**src/design/qrd_pkg.sv**
```systemverilog
// qrd_pkg: shared types and constants of the quadtree region decomposer
// used by the top, scan and walk modules and by the checker; no dependencies
`timescale 1ns / 1ps

package qrd_pkg;

  localparam int unsigned MaxDimDef    = 64;
  localparam int unsigned MaxLevelsDef = 7;
  localparam int unsigned DimReset     = 64;

  localparam logic [1:0] ColorMixed = 2'd2;
  localparam logic [1:0] NoKids     = 2'd3;

  localparam logic ReqLoad  = 1'b0;
  localparam logic ReqFetch = 1'b1;

  localparam logic CfgRows = 1'b0;
  localparam logic CfgCols = 1'b1;

  typedef enum logic [1:0] {
    Q_NW = 2'd0,
    Q_SW = 2'd1,
    Q_SE = 2'd2,
    Q_NE = 2'd3
  } quad_e;

  typedef struct packed {
    logic       done;
    logic [1:0] color;
  } scan_stat_t;

endpackage

```
**src/design/qrd_scan.sv**
```systemverilog
// qrd_scan: shared region scan unit, walks one pixel per cycle through the store
// and reports uniform colour or mixed; depends on qrd_pkg
`timescale 1ns / 1ps

module qrd_scan import qrd_pkg::*; #(
  parameter int unsigned DW = 7,
  parameter int unsigned OW = 6,
  parameter int unsigned AW = 12
) (
  input  logic          clk_i,
  input  logic          rst_ni,
  input  logic          start_i,
  input  logic [OW-1:0] r0_i,
  input  logic [OW-1:0] c0_i,
  input  logic [DW-1:0] nr_i,
  input  logic [DW-1:0] nc_i,
  input  logic [DW-1:0] cols_i,
  input  logic          rd_data_i,
  output logic [AW-1:0] rd_addr_o,
  output scan_stat_t    stat_o
);

  typedef enum logic [5:0] {
    SC_IDLE  = 6'b000001,
    SC_MUL   = 6'b000010,
    SC_FIRST = 6'b000100,
    SC_SCAN  = 6'b001000,
    SC_DRAIN = 6'b010000,
    SC_DONE  = 6'b100000
  } scan_state_e;

  scan_state_e state_q, state_d;

  logic [OW-1:0]    r0_q, c0_q;
  logic [DW-1:0]    nr_q, nc_q;
  logic [DW-1:0]    i_q, j_q;
  logic [AW-1:0]    addr_q, row_q;
  logic             pend_q, ref_ok_q, ref_q, mixed_q;
  logic [OW+DW-1:0] prod;
  logic [AW-1:0]    base, cols_aw;
  logic             issue, last_col, last_row, empty;

  assign prod     = (OW+DW)'(r0_q) * (OW+DW)'(cols_i);
  assign base     = AW'(prod) + AW'(c0_q);
  assign cols_aw  = AW'(cols_i);
  assign last_col = (j_q == nc_q - DW'(1));
  assign last_row = (i_q == nr_q - DW'(1));
  assign empty    = (nr_q == '0) || (nc_q == '0);
  assign issue    = (state_q == SC_FIRST) || (state_q == SC_SCAN);

  assign rd_addr_o    = addr_q;
  assign stat_o.done  = (state_q == SC_DONE);
  assign stat_o.color = mixed_q ? ColorMixed : {1'b0, ref_q};

  always_comb begin
    state_d = state_q;
    unique case (state_q)
      SC_IDLE:  if (start_i) state_d = SC_MUL;
      SC_MUL:   state_d = SC_FIRST;
      SC_FIRST: state_d = empty ? SC_DRAIN : SC_SCAN;
      SC_SCAN:  if (last_col && last_row) state_d = SC_DRAIN;
      SC_DRAIN: state_d = SC_DONE;
      SC_DONE:  state_d = SC_IDLE;
      default:  state_d = SC_IDLE;
    endcase
  end

  always_ff @(posedge clk_i or negedge rst_ni) begin
    if (!rst_ni) begin
      state_q <= SC_IDLE;
      pend_q  <= 1'b0;
    end else begin
      state_q <= state_d;
      pend_q  <= issue;
    end
  end

  always_ff @(posedge clk_i) begin
    if (state_q == SC_IDLE && start_i) begin
      r0_q     <= r0_i;
      c0_q     <= c0_i;
      nr_q     <= nr_i;
      nc_q     <= nc_i;
      ref_ok_q <= 1'b0;
      mixed_q  <= 1'b0;
    end
    if (state_q == SC_MUL) begin
      addr_q <= base;
      row_q  <= base;
      i_q    <= '0;
      j_q    <= '0;
    end
    if (state_q == SC_SCAN) begin
      if (last_col) begin
        j_q    <= '0;
        i_q    <= i_q + DW'(1);
        row_q  <= row_q + cols_aw;
        addr_q <= row_q + cols_aw;
      end else begin
        j_q    <= j_q + DW'(1);
        addr_q <= addr_q + AW'(1);
      end
    end
    // first returned pixel is the reference, the rest are compared against it
    if (pend_q) begin
      if (!ref_ok_q) begin
        ref_q    <= rd_data_i;
        ref_ok_q <= 1'b1;
      end else if (rd_data_i != ref_q) begin
        mixed_q <= 1'b1;
      end
    end
  end

endmodule

```
**config.mk**
```make
export PLATFORM = sky130hd
export DESIGN_NAME = qrd_scan
export DESIGN_NICKNAME = d
export VERILOG_FILES = /design/src/design/qrd_pkg.sv /design/src/design/qrd_scan.sv
export SDC_FILE = /design/constraint.sdc
export NUM_CORES = 1
export LEC_CHECK = 0
export BUFFER_PORTS_ARGS = -buffer_cell sky130_fd_sc_hd__buf_2
export CAP_MARGIN = 20
export CORE_AREA = 2 2 100 174
export DETAILED_ROUTE_END_ITERATION = 16
export DIE_AREA = 0 0 102 176
export GPL_ROUTABILITY_DRIVEN = 1
export PLACE_DENSITY = 0.59
export SYNTH_ARGS = -nofsm -noshare
export SYNTH_HDL_FRONTEND = slang
export SYNTH_SLANG_ARGS = --single-unit
```
**constraint.sdc**
```tcl
create_clock -name clk_i -period 6 [get_ports clk_i]
set_input_delay 1.5 -clock clk_i [delete_from_list [all_inputs] [get_ports clk_i]]
set_output_delay 1.5 -clock clk_i [all_outputs]
set_load 0.03 [all_outputs]
```
-- Word-level counts from Yosys, hierarchy flattened
Index checks and enable logic that the tools add are counted.
- add/sub/neg operators: 7
- multipliers: 1
- div/mod/pow operators: 0
- order comparisons: 0
- equality and inequality tests: 11
- shift-type cells: 0
- multiplexer cells: 24
- bitwise logic cells: 1
- reduce and logical (&&, ||, !) cells: 9
- operator list (kind ; count):
    12-bit 2-to-1 mux ; 6
    7-bit 2-to-1 mux ; 6
    6-bit one-hot mux with 5 select lines ; 1
    7-bit by 1-bit adder with 7-bit output (second input constant) ; 2
    7-bit equality test ; 2
    7-bit logical NOT ; 2
    7-bit by 1-bit subtractor with 7-bit output (second input constant) ; 2
    12-bit by 1-bit adder with 12-bit output (second input constant) ; 1
    12-bit by 6-bit adder with 12-bit output ; 1
    12-bit by 7-bit adder with 12-bit output ; 1
    6-bit by 7-bit multiplier with 12-bit output ; 1
    6-bit 2-to-1 mux ; 2
    1-bit 2-to-1 mux ; 7
    6-bit by 1-bit equality test with 1-bit output (second input constant) ; 1
    6-bit by 2-bit equality test with 1-bit output (second input constant) ; 1
    6-bit by 3-bit equality test with 1-bit output (second input constant) ; 1
    6-bit by 4-bit equality test with 1-bit output (second input constant) ; 1
    6-bit by 5-bit equality test with 1-bit output (second input constant) ; 1
    6-bit equality test (second input constant) ; 1
    5-bit 2-to-1 mux ; 1
    2-bit AND reduction ; 2
    1-bit logical AND ; 2
    1-bit logical OR ; 2
    2-bit 2-to-1 mux ; 1
    other kinds (5) ; 5
- register bits: 74
- bits in latches: 0
- memory bits (writable): 0
- bits in read-only memories: 0
- input bits: 37
- output and inout bits: 15
- memories: 0

-- Depth between registers and ports, before layout
Gate-level depths: netlist of run 1.
- word-level depth: 6
- depth in mapped cells: 16
- gate-level depth less buffers: 16

-- Worst setup path after synthesis of run 1
OpenSTA, ideal clock, no wires.
- kind: input to register
- from: in cols_i[3]
- to: reg addr_q[9], in the netlist rd_addr_o[9], data pin
- library setup time: 0.265 ns
- data arrival time: 5.251 ns
- setup slack: 0.484 ns
- stages: 16
- cell sequence: and2_1 > fa_1 > inv_1 > fa_1 > inv_1 > fa_1 > inv_1 > fa_1 > inv_1 > ha_1 > nand3_1 > o211ai_1 > o41ai_1 > xor2_1 > nor2_1 > or3_1
- word-level cells in the longest chain between the ends: 4
- RTL lines (element ; line ; source):
    from (decl) ; qrd_scan.sv:17 ; input logic [DW-1:0] cols_i,
    6-bit by 7-bit multiplier with 12-bit output ; qrd_scan.sv:43 ; assign prod = (OW+DW)'(r0_q) * (OW+DW)'(cols_i);
    12-bit by 6-bit adder with 12-bit output ; qrd_scan.sv:44 ; assign base = AW'(prod) + AW'(c0_q);
    12-bit 2-to-1 mux ; qrd_scan.sv:87 ; if (state_q == SC_MUL) begin
    12-bit 2-to-1 mux * ; qrd_scan.sv:93 ; if (state_q == SC_SCAN) begin
    to (signal assigned) ; qrd_scan.sv:88 ; addr_q <= base;
    to (signal assigned) ; qrd_scan.sv:98 ; addr_q <= row_q + cols_aw;
    to (signal assigned) ; qrd_scan.sv:101 ; addr_q <= addr_q + AW'(1);
    to (decl) ; qrd_scan.sv:37 ; logic [AW-1:0] addr_q, row_q;
Mark *: on every way between the ends. The rest lies on a longest branch, timed or not. The select of a mux whose other input is x is not followed.
A chain may end at the register's enable or synchronous reset.

-- Worst setup path in the final report of run 1
Ends and elaborated chain as after synthesis.

==> results of run 1 <==
[cells in the mapped netlist (all sizes together), types with 3 or more instances]
cell type and number:
nand2 40, clkbuf 4, o211a 4, inv 34, a21oi 16, edfxtp 46
nor4 6, nand3b 3, nor2 34, xor2 17, a31oi 3, or3 5
buf 9, and2 34, a221o 8, nand2b 4, a21o 4, o21ai 22
nand4 8, o21a 4, xnor2 35, and3 7, o31ai 3, ha 43
nor3 15, o211ai 8, mux2i 9, fa 24, o31a 3, nor2b 4
dfrtp 6, nand3 28, nor3b 3, dfxtp 21
[metal layers]
metal,up-vias,global-route usage,part of all wire
met5,-,0,0
met4,0,0.0839,0.046
met3,33,0.0257,0.028
met2,91,0.295,0.56
met1,1997,0.152,0.36
li1,2045,-,-
[final cells by class]
class	count	share of cell area
clock buffer	9	0.0358
multi-input combinational	418	0.527
sequential	74	0.315
clock inverter	7	0.0133
tap	224	0.0446
timing repair buffer	53	0.0430
inverter	35	0.0217
[where the power goes]
part | leakage, nW | total [W] | internal, W | switching, W
Clock | 0.149 | 0.000560 | 0.000329 | 0.000231
Sequential | 0.694 | 0.000885 | 0.000753 | 0.000132
Combinational | 1.83 | 0.00186 | 0.000756 | 0.00110
Total | 2.67 | 0.00330 | 0.00184 | 0.00146
[per-stage QoR]
stage / utilization / hold slack [ns] / worst slack, ns / cells / cell area [um2]
CTS: 0.382 / 0.487 / 0.458 / 820 / 6280
global placement: 0.363 / 0.459 / 0.135 / 804 / 5970
detailed placement: 0.363 / 0.472 / 0.0978 / 804 / 5970
floorplan: - / 0.447 / 0.484 / 540 / 5510
finish: 0.382 / 0.486 / 0.467 / 820 / 6280
global route: 0.382 / 0.513 / 0.246 / 820 / 6280
[worst min-delay path by stage]
stage | start | end | cells after the start | slack (ns)
2_1_floorplan | ref_ok_q | ref_ok_q | 1 | 0.45
3_3_place_gp | ref_ok_q | ref_ok_q | 1 | 0.46
3_5_place_dp | ref_ok_q | ref_ok_q | 1 | 0.47
4_1_cts | ref_ok_q | ref_ok_q | 1 | 0.49
5_1_grt | ref_ok_q | ref_ok_q | 1 | 0.51
6_report | ref_ok_q | ref_ok_q | 1 | 0.49
[critical path, cell delays in order]
cell and delay (ns):
buf_2 0.13, and2_1 0.15, fa_1 0.56, inv_1 0.06, fa_1 0.47, inv_1 0.05
fa_1 0.52, inv_1 0.05, fa_1 0.49, inv_1 0.04, ha_1 0.35, nand3_1 0.13
o211ai_1 0.11, o41ai_1 0.33, xor2_1 0.22, nor2_1 0.05, or3_1 0.38
[cells by family after synthesis]
| kind of cell | Yosys count |
|---|---|
| fa+ha+maj | 67 |
| buf+inv | 48 |
| simple gates | 196 |
| compound gates | 93 |
| flops | 74 |
| mux | 9 |
| xor+xnor | 53 |
[sequential cells by signal (all words and copies together) (netlist names), 6 cells and up]
name,cells
rd_addr_o,12
row_q,12
i_q,7
j_q,7
nc_q,7
nr_q,7
c0_q,6
r0_q,6
state_q,6
==> run metrics, run 1 <==
CTS tree=done; Async SR Flop Fraction=0.0946; ranking of synthesized cells by area=edfxtp_1 (25%), ha_1 (9.8%), fa_1 (8.7%); largest net degree at the start of global routing=22; Period Utilization, post-route=0.922; Leak=2.67 nW; RSZ-0062 raised after global routing=false; initial antenna violation count=0; Worst Reg-to-Reg Cells=16; Seq cells post-synth=74; worst-margin pin slew=1.09 ns; simple-gate share of the synthesized area=0.193; final slew viol count=0; CP Class=primary input to flip-flop; Critical Path AT=5.61 ns; Worst-Skew Late Latency=0.34 ns; Adder-Cell Fraction of Synth Area=0.185; largest family of logic cells by synthesized area=simple AND/OR/NAND/NOR gates; PwrDens=525 nW/um2; class of the worst hold path=flip-flop to flip-flop; Max VDD drop=0.260 mV; worst r2r dst=rd_addr_o[9]; largest fanout on the critical path=7; Die Span Y=176 um; synth unique cells=66; most common cell after layout, fill and taps aside=buf_2; post-synthesis mux area share=0.0164; sequential area share after synthesis=0.359; Worst setup SP type=primary input; flop2flop setup slack=1.20 ns; initial core utilization=0.335; die width=a little over 100 um; Cells after Synth=540; Area Growth Syn to Fin=14.1%; leading area contributor after synthesis=edfxtp_1; Post-synth EDFFs=46; Post-Route WL=between 10000 and 15000 um; post-synthesis cell area=about 5500 um2; Setup TNS=0 ns; first-pass GRT wire length=21600 um; IO buf count=51; Yosys Warn Count=0; 1st-iter DRT viols=171; status=complete, no violations; crit path to=rd_addr_o[9]; GRT overflow=0; total power=0.00330 W; Max Freq=181 MHz; postcts setup bufs=0; TritonCTS Buffers=9; Final Hold Fails=0; Clock Pin Slew Worst Setup and Hold Paths=0.07 ns; Worst Setup SP=cols_i[3]; top-area cell type share of the netlist area=0.251; mean post-synth cell area=10.2 um2; die area=~18000 um2; floorplan row count=62; vias=4166; CTS sink cnt=74; largest buffer count on any clock path=2; cts repair resizes=0; most frequent cells in the layout=buf_2 (51), edfxtp_1 (46), ha_1 (43); Routed WL per cell=16.0 um; register area=1980 um2; vias in the first global route=4414; Worst EP required=~6.1 ns; # DRC=0; Setup violations, final=0; post-synthesis compound-gate area fraction=0.119; hold buffer count at CTS=0; ant diodes=0; DP HPWL=roughly 11000 um; CTS Root Buffer Type=clkbuf_16; io pins=52; number of fill cells=1686; XOR/XNOR share of the synthesized area=0.0870; fin nets=approximately 700; Crit. End Element=flip-flop; gpl congestion=0.920; ratio of cells with drive above 1 in the final layout=0.141; Synth Flop Type=edfxtp_1; core area=about 16000 um2; vias per cell=5.08; reg-to-reg startpoint=r0_q[2]; MaxCap Viol Count=0; First-pass DRT Iterations=4; Tmin final=5.53 ns; syn_nets=between 600 and 700; Post-DRT Antenna Nets=0; area occupied by multi-input gates=between 3000 and 4000 um2; htree depth=3; Worst Skew=roughly 0.011 ns; GRT Total Usage=0.154; worst slew margin relative to its limit=0.267
Note: power is estimated with default switching activity, not from simulation.
==> run 2, diff against run 1 <==
--- a/config.mk
+++ b/config.mk
@@ -7,11 +7,14 @@
 export LEC_CHECK = 0
 export BUFFER_PORTS_ARGS = -buffer_cell sky130_fd_sc_hd__buf_2
 export CAP_MARGIN = 20
+export CELL_PAD_IN_SITES_DETAIL_PLACEMENT = 1
+export CELL_PAD_IN_SITES_GLOBAL_PLACEMENT = 2
 export CORE_AREA = 2 2 100 174
 export DETAILED_ROUTE_END_ITERATION = 16
 export DIE_AREA = 0 0 102 176
 export GPL_ROUTABILITY_DRIVEN = 1
-export PLACE_DENSITY = 0.59
+export PLACE_DENSITY = 0.79
+export SLEW_MARGIN = 20
 export SYNTH_ARGS = -nofsm -noshare
 export SYNTH_HDL_FRONTEND = slang
 export SYNTH_SLANG_ARGS = --single-unit
==> run 2 against run 1 <==
Largest cell class unchanged. Critical endpoint unchanged. Clock power shrank 12%. Maximum frequency is essentially flat. Clock-buffer cell count up 1. Non-clock buffer count up 2. Core utilization down 0.18 points. Worst hold slack worse by 0.0036 ns.
==> run metrics, run 2 (synthesized netlist as in run 1, its figures left out) <==
first-pass GRT wire length=23900 um (+11%); reg-to-reg startpoint=r0_q[2]; Max VDD drop=0.229 mV (-12%); Crit-path slowest cell=fa_1; class of the worst hold path=flip-flop to flip-flop; DP HPWL=11800 um (+9.6%); # DRC=0 (unchanged); final setup margin=0.469 ns (+0.00208 ns); PwrDens=511 nW/um2 (-2.8%); vias per cell=5.16 (+1.5%); Setup violations, final=0 (unchanged); io pins=52 (unchanged); MaxCap Viol Count=0 (unchanged); htree depth=3 (unchanged); Worst-Skew Late Latency=0.34 ns (about the same); postcts setup bufs=0 (unchanged); Hold Startpoint=mixed_q; RSZ-0062 raised after global routing=false; Worst setup SP type=primary input; largest buffer count on any clock path=2 (unchanged); Setup TNS=0 ns (unchanged); CP top delay family=adder cells; TritonCTS Buffers=9 (unchanged); worst-margin pin slew=0.955 ns (-0.136 ns); Cell Chain, Critical Path=buf_2 > and2_1 > fa_1 > inv_1 > fa_1 > inv_1 > fa_1 > inv_1 > fa_1 > inv_1 > ha_1 > nand3_1 > o211ai_1 > o41ai_1 > xor2_1 > nor2_1 > or3_1; DP Cell Count=806 (+0.25%); Post-Layout Cell Count=822 (+0.24%); initial core utilization=0.335 (unchanged); die width=102 um (unchanged); Max Freq=181 MHz (about the same); IO buf count=51 (unchanged); Final Hold Fails=0 (unchanged); ant diodes=0 (unchanged); CP Buf/Inv Count=5 (unchanged); Tmin final=5.53 ns (-0.00208 ns); ratio of cells with drive above 1 in the final layout=0.139 (-0.00214); worst slew margin relative to its limit=0.360 (+0.0929); cts repair resizes=0 (unchanged); Clock Pin Slew Worst Setup and Hold Paths=0.06 ns (about the same); Post-Route WL=14700 um (+12%); Period Utilization, post-route=0.922 (about the same); Routed WL per cell=17.8 um (+12%); initial antenna violation count=0 (unchanged); GRT overflow=0 (unchanged); die area=18000 um2 (unchanged); CTS tree=done; Worst path max stage delay=0.52 ns (-0.04 ns); status=complete, no violations; number of fill cells=1913 (+13%); vias=4239 (+1.8%); most common cell after layout, fill and taps aside=buf_2; Place WS=0.0987 ns (+0.000907 ns); most frequent cells in the layout=buf_2 (51), edfxtp_1 (46), ha_1 (43); largest net degree at the start of global routing=22 (unchanged); fin nets=697 (+0.29%); register area=1980 um2 (unchanged); CP Class=primary input to flip-flop; final slew viol count=0 (unchanged); vias in the first global route=4745 (+7.5%); Worst EP required=6.09 ns (about the same); Critical Path AT=5.62 ns (about the same); area occupied by multi-input gates=3310 um2 (unchanged); placed cell areas=5990 um2 (+0.25%); Worst Setup SP=cols_i[4]; GRT Total Usage=0.173 (+0.0183); core area=16400 um2 (unchanged); floorplan row count=62 (unchanged); Worst Skew=0.00566 ns (-0.00560 ns); Crit. End Element=flip-flop; Leak=2.65 nW (-0.74%); gpl congestion=0.880 (-4.4%); Die Span Y=176 um (unchanged); Post-DRT Antenna Nets=0 (unchanged); hold buffer count at CTS=0 (unchanged); Area Growth Syn to Fin=13.6%; CTS sink cnt=74 (unchanged); final instance area=6250 um2 (-0.48%); CTS Root Buffer Type=clkbuf_16; First-pass DRT Iterations=4 (unchanged); 1st-iter DRT viols=120 (-30%); largest fanout on the critical path=7 (unchanged)
==> run 2: cell count changes in the layout (fill, tap and decap cells not counted), sizes merged <==
cell,previous run,this run
inv,37,34
buf,53,55
clkinvlp,1,3
bufinv,1,0
clkbuf,9,10
clkinv,3,4
==> run 2: routing by layer <==
| metal | wire length [um] | up-vias | share of wire | GRT usage |
|---|---|---|---|---|
| met2 | 8400 | 66 | 0.57 | 0.334 |
| met3 | 384 | 18 | 0.026 | 0.0277 |
| met5 | 0 | - | 0 | 0 |
| li1 | - | 2043 | - | - |
| met4 | 321 | 0 | 0.022 | 0.0594 |
| met1 | 5550 | 2112 | 0.38 | 0.183 |
==> run 2: metrics by stage <==
step,util,total power [W],hold WS (ns)
after CTS,0.380,0.00323,0.488
after global routing,0.380,0.00351,0.505
after global placement,0.364,0.00265,0.456
after floorplan,-,0.00225,0.447
final,0.380,0.00319,0.482
after detailed placement,0.364,0.00271,0.478
==> run 2: power breakdown <==
group | internal (W) | switching (W) | leakage, nW
sequential | 0.000753 | 0.000139 | 0.694
clock | 0.000276 | 0.000218 | 0.120
combinational | 0.000764 | 0.00104 | 1.84
==> run 2: cell type report <==
| cell class | instances | area share |
|---|---|---|
| Clock buffer | 10 | 0.0366 |
| Clock inverter | 6 | 0.00560 |
| Inverter | 35 | 0.0218 |
| Multi-Input combinational cell | 418 | 0.529 |
| Sequential cell | 74 | 0.316 |
| Tap cell | 224 | 0.0448 |
| Timing Repair Buffer | 55 | 0.0456 |
==> run 2: path summary, 6_finish.rpt <==
kind                           endpoint  slack (ns)  cells past startpoint
setup / recovery           rd_addr_o[9]        0.47                     17
max in group asynchronous    state_q[0]        4.78                      1
setup reg to reg           rd_addr_o[9]        1.16                     16
hold / removal                  mixed_q        0.48                      2
hold reg to reg                 mixed_q        0.48                      2
min in group asynchronous    state_q[1]        0.99                      1
==> run 2: worst register-to-register path: stages (launching register included) <==
cell      delay [ns]
edfxtp_1        0.50
and2_1          0.24
fa_1            0.53
inv_1           0.05
fa_1            0.48
inv_1           0.05
fa_1            0.52
inv_1           0.05
fa_1            0.49
inv_1           0.05
ha_1            0.37
nand3_1         0.12
o211ai_1        0.14
o41ai_1         0.34
xor2_1          0.22
nor2_1          0.05
or3_1           0.37
