**src/design/qrd_pkg.sv**
```systemverilog
// qrd_pkg: shared types and constants of the quadtree region decomposer
// used by the top, scan and walk modules and by the checker; no dependencies
`timescale 1ns / 1ps

package qrd_pkg;

  localparam int unsigned MaxDimDef    = 64;
  localparam int unsigned MaxLevelsDef = 7;
  localparam int unsigned DimReset     = 64;

  localparam logic [1:0] ColorMixed = 2'd2;
  localparam logic [1:0] NoKids     = 2'd3;

  localparam logic ReqLoad  = 1'b0;
  localparam logic ReqFetch = 1'b1;

  localparam logic CfgRows = 1'b0;
  localparam logic CfgCols = 1'b1;

  typedef enum logic [1:0] {
    Q_NW = 2'd0,
    Q_SW = 2'd1,
    Q_SE = 2'd2,
    Q_NE = 2'd3
  } quad_e;

  typedef struct packed {
    logic       done;
    logic [1:0] color;
  } scan_stat_t;

endpackage

```
**src/design/qrd_walk.sv**
```systemverilog
// qrd_walk: preorder walk sequencer, region stack and result register
// drives the shared scan unit; depends on qrd_pkg
`timescale 1ns / 1ps

module qrd_walk import qrd_pkg::*; #(
  parameter int unsigned MAX_LEVELS = 7,
  parameter int unsigned DW         = 7,
  parameter int unsigned OW         = 6
) (
  input  logic                clk_i,
  input  logic                rst_ni,
  input  logic                in_valid_i,
  input  logic                in_type_i,
  output logic                in_ready_o,
  input  logic                restart_i,
  input  logic [DW-1:0]       rows_i,
  input  logic [DW-1:0]       cols_i,
  output logic                scan_start_o,
  output logic [OW-1:0]       scan_r0_o,
  output logic [OW-1:0]       scan_c0_o,
  output logic [DW-1:0]       scan_nr_o,
  output logic [DW-1:0]       scan_nc_o,
  input  scan_stat_t          scan_stat_i,
  output logic                out_valid_o,
  input  logic                out_ready_i,
  output logic [1:0]          node_color_o,
  output logic [DW-1:0]       region_rows_o,
  output logic [DW-1:0]       region_cols_o,
  output logic                min_value_o,
  output logic                max_value_o,
  output logic [OW-1:0]       row_start_o,
  output logic [OW-1:0]       col_start_o,
  output logic [3:0][1:0]     kid_color_o,
  output logic                last_node_o
);

  localparam int unsigned LW = $clog2(MAX_LEVELS);
  localparam logic [LW-1:0] LastLvl = LW'(MAX_LEVELS - 1);

  typedef enum logic [6:0] {
    W_IDLE  = 7'b0000001,
    W_POP   = 7'b0000010,
    W_EVAL  = 7'b0000100,
    W_NWAIT = 7'b0001000,
    W_KID   = 7'b0010000,
    W_KWAIT = 7'b0100000,
    W_OUT   = 7'b1000000
  } walk_state_e;

  walk_state_e state_q, state_d;

  logic             active_q, prev_kids_q, out_valid_q;
  logic [LW-1:0]    level_q, nxt_lvl;
  quad_e            kid_q;
  quad_e            qd_q [MAX_LEVELS];
  logic [OW-1:0]    rr_q [MAX_LEVELS];
  logic [OW-1:0]    rc_q [MAX_LEVELS];
  logic [DW-1:0]    rn_q [MAX_LEVELS];
  logic [DW-1:0]    cn_q [MAX_LEVELS];
  logic [1:0]       col_q;
  logic [3:0][1:0]  kcol_q;

  logic [OW-1:0]    cur_r, cur_c, kr, kc, sr, sc;
  logic [DW-1:0]    cur_n, cur_nc, half_n, half_nc;
  quad_e            cur_q, nq;
  logic             fetch, load, kids_now, pop_up, out_fire, all_ne, last;

  assign in_ready_o  = (state_q == W_IDLE);
  assign out_valid_o = out_valid_q;
  assign fetch = in_valid_i && in_ready_o && (in_type_i == ReqFetch);
  assign load  = in_valid_i && in_ready_o && (in_type_i == ReqLoad);

  assign nxt_lvl = level_q + LW'(1);
  assign cur_r   = rr_q[level_q];
  assign cur_c   = rc_q[level_q];
  assign cur_n   = rn_q[level_q];
  assign cur_nc  = cn_q[level_q];
  assign cur_q   = qd_q[level_q];
  assign half_n  = cur_n >> 1;
  assign half_nc = cur_nc >> 1;

  // child region of the current node for the quadrant being scanned
  assign kr = cur_r + (((kid_q == Q_SW) || (kid_q == Q_SE)) ? OW'(half_n) : '0);
  assign kc = cur_c + (((kid_q == Q_SE) || (kid_q == Q_NE)) ? OW'(half_nc) : '0);

  // next sibling, reached from the current node by its own size
  assign nq = quad_e'(cur_q + 2'd1);
  assign sr = (nq == Q_SW) ? cur_r + OW'(cur_n) :
              (nq == Q_NE) ? cur_r - OW'(cur_n) : cur_r;
  assign sc = (nq == Q_SE) ? cur_c + OW'(cur_nc) : cur_c;

  assign pop_up   = (level_q != '0) && (cur_q == Q_NE);
  assign kids_now = (scan_stat_i.color == ColorMixed) && (level_q != LastLvl);
  assign out_fire = (state_q == W_OUT) && (!out_valid_q || out_ready_i);

  always_comb begin
    all_ne = 1'b1;
    for (int unsigned k = 1; k < MAX_LEVELS; k++) begin
      if ((LW'(k) <= level_q) && (qd_q[k] != Q_NE)) all_ne = 1'b0;
    end
  end

  assign last = !prev_kids_q && all_ne;

  assign scan_start_o = (state_q == W_EVAL) || (state_q == W_KID);
  assign scan_r0_o    = (state_q == W_KID) ? kr : cur_r;
  assign scan_c0_o    = (state_q == W_KID) ? kc : cur_c;
  assign scan_nr_o    = (state_q == W_KID) ? half_n : cur_n;
  assign scan_nc_o    = (state_q == W_KID) ? half_nc : cur_nc;

  always_comb begin
    state_d = state_q;
    unique case (state_q)
      W_IDLE:  if (fetch) state_d = (!active_q || prev_kids_q) ? W_EVAL : W_POP;
      W_POP:   if (!pop_up) state_d = W_EVAL;
      W_EVAL:  state_d = W_NWAIT;
      W_NWAIT: if (scan_stat_i.done) state_d = kids_now ? W_KID : W_OUT;
      W_KID:   state_d = W_KWAIT;
      W_KWAIT: if (scan_stat_i.done) state_d = (kid_q == Q_NE) ? W_OUT : W_KID;
      W_OUT:   if (out_fire) state_d = W_IDLE;
      default: state_d = W_IDLE;
    endcase
  end

  always_ff @(posedge clk_i or negedge rst_ni) begin
    if (!rst_ni) begin
      state_q     <= W_IDLE;
      active_q    <= 1'b0;
      prev_kids_q <= 1'b0;
      level_q     <= '0;
      kid_q       <= Q_NW;
      out_valid_q <= 1'b0;
    end else begin
      state_q <= state_d;
      if (out_valid_q && out_ready_i) out_valid_q <= 1'b0;
      unique case (state_q)
        W_IDLE: begin
          if (fetch) begin
            if (!active_q) begin
              active_q <= 1'b1;
              level_q  <= '0;
            end else if (prev_kids_q) begin
              level_q <= nxt_lvl;
            end
          end else if (load) begin
            active_q <= 1'b0;
            level_q  <= '0;
          end
        end
        W_POP: if (pop_up) level_q <= level_q - LW'(1);
        W_NWAIT: begin
          if (scan_stat_i.done) begin
            prev_kids_q <= kids_now;
            kid_q       <= Q_NW;
          end
        end
        W_KWAIT: if (scan_stat_i.done) kid_q <= quad_e'(kid_q + 2'd1);
        W_OUT: begin
          if (out_fire) begin
            out_valid_q <= 1'b1;
            if (last) begin
              active_q <= 1'b0;
              level_q  <= '0;
            end
          end
        end
        default: ;
      endcase
      if (restart_i) begin
        active_q <= 1'b0;
        level_q  <= '0;
      end
    end
  end

  always_ff @(posedge clk_i) begin
    if ((state_q == W_IDLE) && fetch) begin
      if (!active_q) begin
        rr_q[0] <= '0;
        rc_q[0] <= '0;
        rn_q[0] <= rows_i;
        cn_q[0] <= cols_i;
      end else if (prev_kids_q) begin
        qd_q[nxt_lvl] <= Q_NW;
        rr_q[nxt_lvl] <= cur_r;
        rc_q[nxt_lvl] <= cur_c;
        rn_q[nxt_lvl] <= half_n;
        cn_q[nxt_lvl] <= half_nc;
      end
    end
    if ((state_q == W_POP) && !pop_up && (level_q != '0)) begin
      qd_q[level_q] <= nq;
      rr_q[level_q] <= sr;
      rc_q[level_q] <= sc;
    end
    if ((state_q == W_NWAIT) && scan_stat_i.done) col_q <= scan_stat_i.color;
    if ((state_q == W_KWAIT) && scan_stat_i.done) kcol_q[kid_q] <= scan_stat_i.color;
    if (out_fire) begin
      node_color_o  <= col_q;
      region_rows_o <= cur_n;
      region_cols_o <= cur_nc;
      min_value_o   <= (col_q == ColorMixed) ? 1'b0 : col_q[0];
      max_value_o   <= (col_q == ColorMixed) ? 1'b1 : col_q[0];
      row_start_o   <= cur_r;
      col_start_o   <= cur_c;
      kid_color_o   <= prev_kids_q ? kcol_q : {4{NoKids}};
      last_node_o   <= last;
    end
  end

endmodule

```
**config.mk**
```make
export PLATFORM = sky130hd
export DESIGN_NAME = qrd_walk
export DESIGN_NICKNAME = d
export VERILOG_FILES = /design/src/design/qrd_pkg.sv /design/src/design/qrd_walk.sv
export SDC_FILE = /design/constraint.sdc
export NUM_CORES = 1
export LEC_CHECK = 0
export BUFFER_PORTS_ARGS = -buffer_cell sky130_fd_sc_hd__clkbuf_2
export CELL_PAD_IN_SITES_DETAIL_PLACEMENT = 1
export CELL_PAD_IN_SITES_GLOBAL_PLACEMENT = 1
export CORE_MARGIN = 2
export CORE_UTILIZATION = 45
export DETAILED_ROUTE_END_ITERATION = 10
export GPL_TIMING_DRIVEN = 0
export HOLD_SLACK_MARGIN = 0.15
export PLACE_DENSITY = 0.8
export RECOVER_POWER = 100
export SLEW_MARGIN = 10
export SYNTH_ARGS = -nofsm -noshare
export SYNTH_HDL_FRONTEND = slang
export SYNTH_SLANG_ARGS = --single-unit
```
**constraint.sdc**
```tcl
create_clock -name clk_i -period 3.5 [get_ports clk_i]
set_input_delay 0 -clock clk_i [delete_from_list [all_inputs] [get_ports clk_i]]
set_output_delay 0 -clock clk_i [all_outputs]
set_load 0.05 [all_outputs]
```
# Yosys cells after proc, flatten, opt, wreduce, memory -nomap -nowiden

Memory sizes are Yosys's and may differ from the RTL's.
Cells that the tools add are included.

Register bits: 64
Bits in latches: 0
Bits in writable memories: 196
Memory bits (read-only): 0
Memories: 5

$add $sub $neg: 9
Multiply operators: 0
Div/mod/pow operators: 0
Magnitude comparators: 8
Eq/ne operators: 33
Shift-type cells: 0
Multiplexer cells: 78
Bitwise operators: 1
Reductions and logical operators: 45

Memories:

| name | words | width | read ports | clocked after Yosys merged registers in | write ports | line           | text |
|---|---|---|---|---|---|---|---|
| cn_q | 7     | 7     | 1          | 0                                       | 1           | qrd_walk.sv:59 | `logic [DW-1:0] cn_q [MAX_LEVELS];` |
| rn_q | 7     | 7     | 1          | 0                                       | 1           | qrd_walk.sv:58 | `logic [DW-1:0] rn_q [MAX_LEVELS];` |
| rc_q | 7     | 6     | 1          | 0                                       | 1           | qrd_walk.sv:57 | `logic [OW-1:0] rc_q [MAX_LEVELS];` |
| rr_q | 7     | 6     | 1          | 0                                       | 1           | qrd_walk.sv:56 | `logic [OW-1:0] rr_q [MAX_LEVELS];` |
| qd_q | 7     | 2     | 7          | 0                                       | 1           | qrd_walk.sv:55 | `quad_e qd_q [MAX_LEVELS];` |

Operator list:

| operator                                                              | number |
|---|---|
| 7-bit 2-to-1 mux                                                      | 11 |
| 6-bit 2-to-1 mux                                                      | 11 |
| 7-bit case mux with 7 select lines                                    | 1 |
| 3-bit 2-to-1 mux                                                      | 16 |
| 1-bit 2-to-1 mux                                                      | 30 |
| 6-bit adder                                                           | 4 |
| 6-bit OR reduction                                                    | 4 |
| 1-bit logical AND                                                     | 20 |
| 2-bit != test, second input constant                                  | 10 |
| 2-bit equality test, second input constant                            | 7 |
| 7-bit OR reduction                                                    | 2 |
| 3-bit != test, second input constant                                  | 4 |
| 3-bit <= comparator, first input constant                             | 3 |
| 3-bit case mux with 3 select lines                                    | 1 |
| 8-bit bitwise mux                                                     | 1 |
| 2-bit 2-to-1 mux                                                      | 4 |
| 7-bit by 1-bit equality test with 1-bit output, second input constant | 1 |
| 7-bit by 2-bit equality test with 1-bit output, second input constant | 1 |
| 7-bit by 3-bit equality test with 1-bit output, second input constant | 1 |
| 7-bit by 4-bit equality test with 1-bit output, second input constant | 1 |
| 7-bit by 5-bit equality test with 1-bit output, second input constant | 1 |
| 7-bit by 6-bit equality test with 1-bit output, second input constant | 1 |
| 7-bit equality test, second input constant                            | 1 |
| 2-bit by 3-bit <= comparator with 1-bit output, first input constant  | 2 |
| 26 further kinds                                                      | 36 |

# Longest topological paths before layout

An unclocked memory read counts as a cell.

Word-level depth: 14
Mapped depth: 17

# Worst setup path before layout

OpenSTA, ideal clock, no wires.

Path kind: register to register
Start point: register level_q[0]
End point: memory rc_q[0][0], enable pin
Library setup time: 0.400 ns
Data arrival time: 3.452 ns
Setup slack: -0.352 ns
Stages on the path, launching flop included: 12
Path buffers: 4
Path through: dfrtp_1 -> buf_6 -> buf_8 -> buf_6 -> buf_6 -> mux4_2 -> nand2_1 -> nand2_1 -> ha_1 -> o31a_1 -> o21a_1 -> o31ai_1

Longest elaborated chain between the ends: 10
Elaborated cells between the ends (all ways): 14
Classes of those cells: 1 x add/sub; 1 x eq/ne; 5 x mux; 6 x reduce/logical; 1 x memory

Ends and longest elaborated chain:

| what                                                                         | line            | text |
|---|---|---|
| start: declaration                                                           | qrd_walk.sv:53  | `logic [LW-1:0] level_q, nxt_lvl;` |
| start signal: assignment                                                     | qrd_walk.sv:143 | `level_q <= nxt_lvl;` |
| start signal: assignment                                                     | qrd_walk.sv:150 | `W_POP: if (pop_up) level_q <= level_q - LW'(1);` |
| memory read 7 x 2 bit                                                        | n/a             |  |
| 2-bit equality test                                                          | qrd_walk.sv:92  | `assign pop_up = (level_q != '0) && (cur_q == Q_NE);` |
| 1-bit logical AND                                                            | qrd_walk.sv:92  |  |
| 1-bit zero test                                                              | qrd_walk.sv:191 | `if ((state_q == W_POP) && !pop_up && (level_q != '0)) begin` |
| 1-bit logical AND (2 in series)                                              | qrd_walk.sv:191 |  |
| 1-bit 2-to-1 mux                                                             | qrd_walk.sv:191 |  |
| 1-bit 2-to-1 mux (implied by the code)                                       | qrd_walk.sv:194 | `rc_q[level_q] <= sc;` |
| 6-bit OR reduction (no source line)                                          | n/a             |  |
| 3-bit 2-to-1 mux (no source line) / 1-bit 2-to-1 mux (equally long branches) | n/a             |  |
| end: declaration                                                             | qrd_walk.sv:57  |  |

Several ways; a longest one is shown, not always the timed one.

# Worst setup path after layout

Start point: register level_q[0]
End point: memory rr_q[1][5] (data pin)

Elaborated cells between the ends (all ways): 21
Classes of those cells: 3 x add/sub; 3 x eq/ne; 6 x mux; 6 x reduce/logical; 3 x memory

RTL lines:

| what                                  | line           | text |
|---|---|---|
| memory read 7 x 6 bit (*)             | n/a            |  |
| net cur_r[0]                          | qrd_walk.sv:63 | `logic [OW-1:0] cur_r, cur_c, kr, kc, sr, sc;` |
| 6-bit subtractor                      | qrd_walk.sv:89 | `(nq == Q_NE) ? cur_r - OW'(cur_n) : cur_r;` |
| 6-bit 2-to-1 mux                      | qrd_walk.sv:89 |  |
| 6-bit 2-to-1 mux (*)                  | qrd_walk.sv:88 | `assign sr = (nq == Q_SW) ? cur_r + OW'(cur_n) :` |
| 6-bit 2-to-1 mux (no source line) (*) | n/a            |  |
| end: declaration                      | qrd_walk.sv:56 |  |

Mark *: on every way through the listed nets, which the timed path passes. The rest lies on a longest branch.

==> results_tabular.tex <==
\begin{tabular}{lr}
\hline
Metric & Value \\
\hline
\multicolumn{2}{l}{\textbf{Placement}} \\
\quad Number of port buffers & 90 \\
\quad Final GP Congestion & 0.8613 \\
\quad HPWL after detailed placement & 24990 um \\
\quad Post-detailed-placement cell area & 13220 um\^{}2 \\
\multicolumn{2}{l}{\textbf{STA}} \\
\quad Final clock period utilization by the worst path & 1.300 \\
\quad Worst setup slack after layout & -1.049 ns \\
\quad Final max-slew violation count & 1 \\
\quad Clock tree skew after final layout & 0.03646 ns \\
\quad Final worst path period need & 4.549 ns \\
\quad Worst relative slew slack & -0.009579 \\
\quad Transition time of the tightest slew-check pin & 1.499 ns \\
\quad Max Freq & 0.2198 GHz \\
\quad Number of hold-slack violations in the final timing report & 0 \\
\quad Setup repair after global routing missed its margin & true \\
\quad Number of setup violations in the final report & 210 \\
\quad Fin Setup TNS & -47.92 ns \\
\quad Fin Hold WS & 0.3379 ns \\
\multicolumn{2}{l}{\textbf{Detailed routing}} \\
\quad Average via count per standard cell & 6.804 \\
\quad DRC errors left & 0 \\
\quad Via count & 9968 \\
\quad Routed wirelength normalized by instance count & 36.31 um \\
\quad Post-route ant nets & 0 \\
\quad Wire length after detailed routing & 53200 um \\
\quad Violation count after the first detailed-route iteration & 1398 \\
\quad Number of search-and-repair iterations in the first detailed-routing pass & 5 \\
\multicolumn{2}{l}{\textbf{Logic synthesis}} \\
\quad Synth Net Count & 930 \\
\quad Number of flip-flops and latches in the synthesized netlist & 262 \\
\quad Post-synthesis sequential area ratio & 0.6431 \\
\quad Complex-gate fraction of the synthesized area & 0.08321 \\
\quad Arithmetic-cell share of the synthesized area counting full adders, half adders and majority gates & 0.04749 \\
\quad Summed instance area of the synthesized netlist & 12120 um\^{}2 \\
\quad Async set or reset register ratio after synthesis & 0.05725 \\
\quad Gate Count Post-Synth & 864 \\
\quad Synthesized-area fraction occupied by and/or/nand/nor cells & 0.09158 \\
\quad Area share of xor/xnor cells in the synthesized design & 0.01518 \\
\quad Share of cell area taken by muxes after synthesis & 0.09250 \\
\quad Number of distinct library cells after synthesis & 72 \\
\quad Mean post-synth cell area & 14.03 um\^{}2 \\
\quad Yosys warning count & 0 \\
\quad Most used flip-flop cell after synthesis & sky130\_fd\_sc\_hd\_\_edfxtp\_1 \\
\quad Dominant combinational cell family by area after synthesis & multiplexers \\
\quad Post-synth EDFFs & 247 \\
\multicolumn{2}{l}{\textbf{Setup path}} \\
\quad Highest net fanout along the worst path & 10 \\
\quad Worst endpoint data arrival time & 4.88 ns \\
\quad Element type at the critical path start & register \\
\quad Crit path buf inv count & 4 \\
\quad Worst reg2reg setup slack & -1.05 ns \\
\quad Number of cells on the critical path & 16 \\
\quad Master of the slowest instance on the critical path & sky130\_fd\_sc\_hd\_\_o211ai\_1 \\
\quad Worst setup path endpoint & rr\_q[1][5] \\
\quad Family of cells with the greatest summed delay on the critical path & compound AO/OA/AOI/OAI gates \\
\quad Required @ worst endpoint & 3.83 ns \\
\quad Category of the most critical setup path & reg -> reg \\
\quad RR Endpoint & rr\_q[1][5] \\
\quad Type of destination of the critical path & register \\
\quad Stage delay of the slowest cell on the critical path & 0.46 ns \\
\quad Reg2reg path depth & 16 \\
\quad First element of the critical path & level\_q[0] \\
\quad Cells traversed along the worst timing path & buf\_6, buf\_12, buf\_8, mux2i\_4, nand2\_1, o211ai\_1, and2\_4, inv\_6, ha\_4, nor3b\_4, a211oi\_4, o31ai\_2, xnor2\_1, o22ai\_2, or2\_1, a31oi\_4 \\
\quad Crit Reg-Reg Startpoint & level\_q[0] \\
\multicolumn{2}{l}{\textbf{Floorplanning}} \\
\quad Full die area & 28260 um\^{}2 \\
\quad Number of primary I/O pins & 91 \\
\quad Floorplan die width & 168.1 um \\
\quad Area inside the core boundary & 26730 um\^{}2 \\
\quad Starting density of the core & 0.4535 \\
\quad DIE HEIGHT & 168.1 um \\
\quad Total number of placement rows & 60 \\
\multicolumn{2}{l}{\textbf{Job}} \\
\quad Max-cap check violation count & 1 \\
\multicolumn{2}{l}{\textbf{Clocking}} \\
\quad Number of buffers between clock root and the deepest sink & 3 \\
\quad Source-to-sink clock delay at the later pin of the worst-skew pair & 0.58 ns \\
\quad Number of sinks on the clock net & 262 \\
\quad Clock buffers created by TritonCTS & 28 \\
\quad Root Buffer Master & sky130\_fd\_sc\_hd\_\_clkbuf\_16 \\
\quad Clock slew at the register clock pins of the worst setup and hold paths & 0.06 ns \\
\quad Deepest level of the CTS H-tree & 1 \\
\quad TritonCTS clock tree & built \\
\multicolumn{2}{l}{\textbf{Global routing}} \\
\quad Global routing met1 resource utilization & 0.3890 \\
\quad Wire length of the first global-routing pass & 65490 um \\
\quad Global-route congestion overflow total & 0 \\
\quad Number of global-route vias before repair & 9754 \\
\quad Most Crowded Layer GR & met2 \\
\quad Pin count of the biggest net entering global routing & 26 \\
\quad Met2 Usage GRT & 0.5149 \\
\quad Total track usage & 0.3167 \\
\quad Met3 routing resource usage after global routing & 0.07475 \\
\quad Initial antenna violation count & 1 \\
\multicolumn{2}{l}{\textbf{Power}} \\
\quad Max rail drop VDD & 0.3571 mV \\
\quad Total internal power & 0.006466 W \\
\quad Portion of total power attributed to the clock network & 0.313 \\
\quad Proportion of power drawn by flip-flops and latches & 0.367 \\
\quad Switching share of total power & 0.3464 \\
\quad Net switching power of the design & 0.003427 W \\
\quad P per Cell Area & 607.7 nW/um\^{}2 \\
\quad Leakage & 5.832 nW \\
\quad Power share of the combinational group & 0.321 \\
\multicolumn{2}{l}{\textbf{Finish}} \\
\quad Nets@finish & 1167 \\
\quad Footprint of the flip-flops and latches & 7794 um\^{}2 \\
\quad Fill count & 2506 \\
\quad Area occupied by multi-input gates & 5000 um\^{}2 \\
\quad Most frequent standard cell in the layout excluding fill and tap cells & sky130\_fd\_sc\_hd\_\_edfxtp\_1 \\
\quad Most frequent cells in the layout & sky130\_fd\_sc\_hd\_\_edfxtp\_1, sky130\_fd\_sc\_hd\_\_buf\_4, sky130\_fd\_sc\_hd\_\_nand2\_1, sky130\_fd\_sc\_hd\_\_nor2\_1, sky130\_fd\_sc\_hd\_\_clkbuf\_1 \\
\quad Syn-to-layout area delta & 34.31\% \\
\quad Final std cell area, no fill & 16280 um\^{}2 \\
\quad Layout cells sized above 1 & 0.3788 \\
\multicolumn{2}{l}{\textbf{Hold path}} \\
\quad Type of the most critical hold path & in -> reg \\
\multicolumn{2}{l}{\textbf{Run status}} \\
\quad Outcome & complete, but fails checks \\
\quad Violated checks & max-capacitance violations, max-slew violations, negative setup slack \\
\hline
\end{tabular}
==> cells in the mapped netlist, types with 3 or more instances <==
library cell	instances	area share
sky130_fd_sc_hd__a32o_1	4	0.0033
sky130_fd_sc_hd__o22ai_1	3	0.0015
sky130_fd_sc_hd__nand3_1	9	0.0037
sky130_fd_sc_hd__o31ai_1	3	0.0019
sky130_fd_sc_hd__nand2_1	86	0.027
sky130_fd_sc_hd__nor2b_1	11	0.0057
sky130_fd_sc_hd__nand2b_1	9	0.0046
sky130_fd_sc_hd__xnor2_1	13	0.0094
sky130_fd_sc_hd__or3_1	4	0.0021
sky130_fd_sc_hd__o21ai_1	13	0.0054
sky130_fd_sc_hd__a21oi_1	54	0.022
sky130_fd_sc_hd__inv_1	21	0.0065
sky130_fd_sc_hd__buf_2	15	0.0062
sky130_fd_sc_hd__o211ai_1	3	0.0019
sky130_fd_sc_hd__dfrtp_1	14	0.029
sky130_fd_sc_hd__ha_1	38	0.039
sky130_fd_sc_hd__mux4_2	30	0.056
sky130_fd_sc_hd__o21a_1	7	0.0043
sky130_fd_sc_hd__edfxtp_1	247	0.61
sky130_fd_sc_hd__mux2_2	13	0.012
sky130_fd_sc_hd__buf_4	3	0.0019
sky130_fd_sc_hd__a21o_1	10	0.0062
sky130_fd_sc_hd__and2_1	13	0.0067
sky130_fd_sc_hd__o21ai_0	39	0.016
sky130_fd_sc_hd__nor3_1	12	0.0050
sky130_fd_sc_hd__fa_1	5	0.0083
sky130_fd_sc_hd__xor2_1	8	0.0058
sky130_fd_sc_hd__a22oi_1	5	0.0031
sky130_fd_sc_hd__a31oi_1	5	0.0026
sky130_fd_sc_hd__buf_6	6	0.0056
sky130_fd_sc_hd__mux2i_1	27	0.022
sky130_fd_sc_hd__clkbuf_1	10	0.0031
sky130_fd_sc_hd__nor4_1	4	0.0021
sky130_fd_sc_hd__buf_1	5	0.0015
sky130_fd_sc_hd__a211oi_1	4	0.0025
sky130_fd_sc_hd__nor2_1	68	0.021
==> layout make-up <==
| cell class | instances | share of cell area |
|---|---|---|
| clock inverters | 12 | 0.008456 |
| repair buffers | 210 | 0.1011 |
| inverters | 24 | 0.006150 |
| flip-flops and latches | 262 | 0.4788 |
| well taps | 341 | 0.02621 |
| diodes | 2 | 0.0003075 |
| multi-input cells | 538 | 0.3072 |
| plain buffers | 37 | 0.02306 |
| clock buffers | 39 | 0.04874 |
==> sequential cells by signal (all words and copies together) (netlist names), 2 cells and up <==
name           count
row_start_o        6
rc_q              42
rr_q              42
kid_q              2
cn_q              49
level_q            3
region_rows_o      7
kid_color_o        8
qd_q              16
rn_q              49
col_q              2
col_start_o        6
region_cols_o      7
kcol_q             8
node_color_o       2
state_q            7
==> per-layer routing <==
| layer | wire, um | share of wire | up-vias |
|---|---|---|---|
| li1 | - | - | 3729 |
| met2 | 24370 | 0.46 | 952 |
| met5 | 0 | 0 | - |
| met1 | 17850 | 0.34 | 4937 |
| met3 | 6095 | 0.11 | 350 |
| met4 | 4878 | 0.092 | 0 |
==> worst register-to-register path: stages, from the launching register on <==
cell	delay (ns)
sky130_fd_sc_hd__dfrtp_1	0.40
sky130_fd_sc_hd__buf_6	0.16
sky130_fd_sc_hd__buf_12	0.15
sky130_fd_sc_hd__buf_8	0.21
sky130_fd_sc_hd__mux2i_4	0.27
sky130_fd_sc_hd__nand2_1	0.25
sky130_fd_sc_hd__o211ai_1	0.46
sky130_fd_sc_hd__and2_4	0.35
sky130_fd_sc_hd__inv_6	0.08
sky130_fd_sc_hd__ha_4	0.19
sky130_fd_sc_hd__nor3b_4	0.18
sky130_fd_sc_hd__a211oi_4	0.38
sky130_fd_sc_hd__o31ai_2	0.15
sky130_fd_sc_hd__xnor2_1	0.27
sky130_fd_sc_hd__o22ai_2	0.19
sky130_fd_sc_hd__or2_1	0.30
sky130_fd_sc_hd__a31oi_4	0.35
==> timing repair <==
item,in CTS,in global routing
setup endpoints to repair,325,250
endpoints found under the hold margin,143,0
hold buffers,27,0
cloned,2,1
pin swaps,41,50
setup buffers,37,43
gates resized for setup,175,125
==> kinds of logic after synthesis <==
logic type | count (synthesis)
xor gates and xnor gates | 21
buffers and inverters | 64
muxes | 72
adders and majority gates | 43
DFF | 262
AOI/OAI and AO/OA | 166
and+or+nand+nor | 236
==> power by group through the flow <==
stage | sequential (W) | clock (W) | combinational, W
after floorplan | 0.00368 | 0 | 0.00136
after global placement | 0.00367 | 0 | 0.00181
after detailed placement | 0.00368 | 0 | 0.00193
after CTS | 0.00361 | 0.00299 | 0.00240
after global routing | 0.00363 | 0.00318 | 0.00322
final | 0.00363 | 0.00309 | 0.00317
==> metrics by stage <==
stage,util,power (W),setup WS [ns],instances
after floorplan,-,0.005037,-0.3460,864
after global placement,0.4875,0.005485,-2.483,1295
after detailed placement,0.4946,0.005615,-1.538,1307
after CTS,0.5795,0.009008,-0.1106,1422
after global routing,0.6089,0.01004,-0.9844,1464
final,0.6090,0.009892,-1.049,1465
==> worst min-delay path by stage <==
stage	start	endpoint	depth (start not counted)
2_1_floorplan	rst_ni	active_q	0
3_3_place_gp	rst_ni	level_q[0]	1
3_5_place_dp	rst_ni	level_q[0]	1
4_1_cts	scan_stat_i[2]	state_q[5]	3
5_1_grt	scan_stat_i[2]	state_q[5]	3
6_report	scan_stat_i[2]	state_q[5]	3
Note: power is estimated with default switching activity, not from simulation.
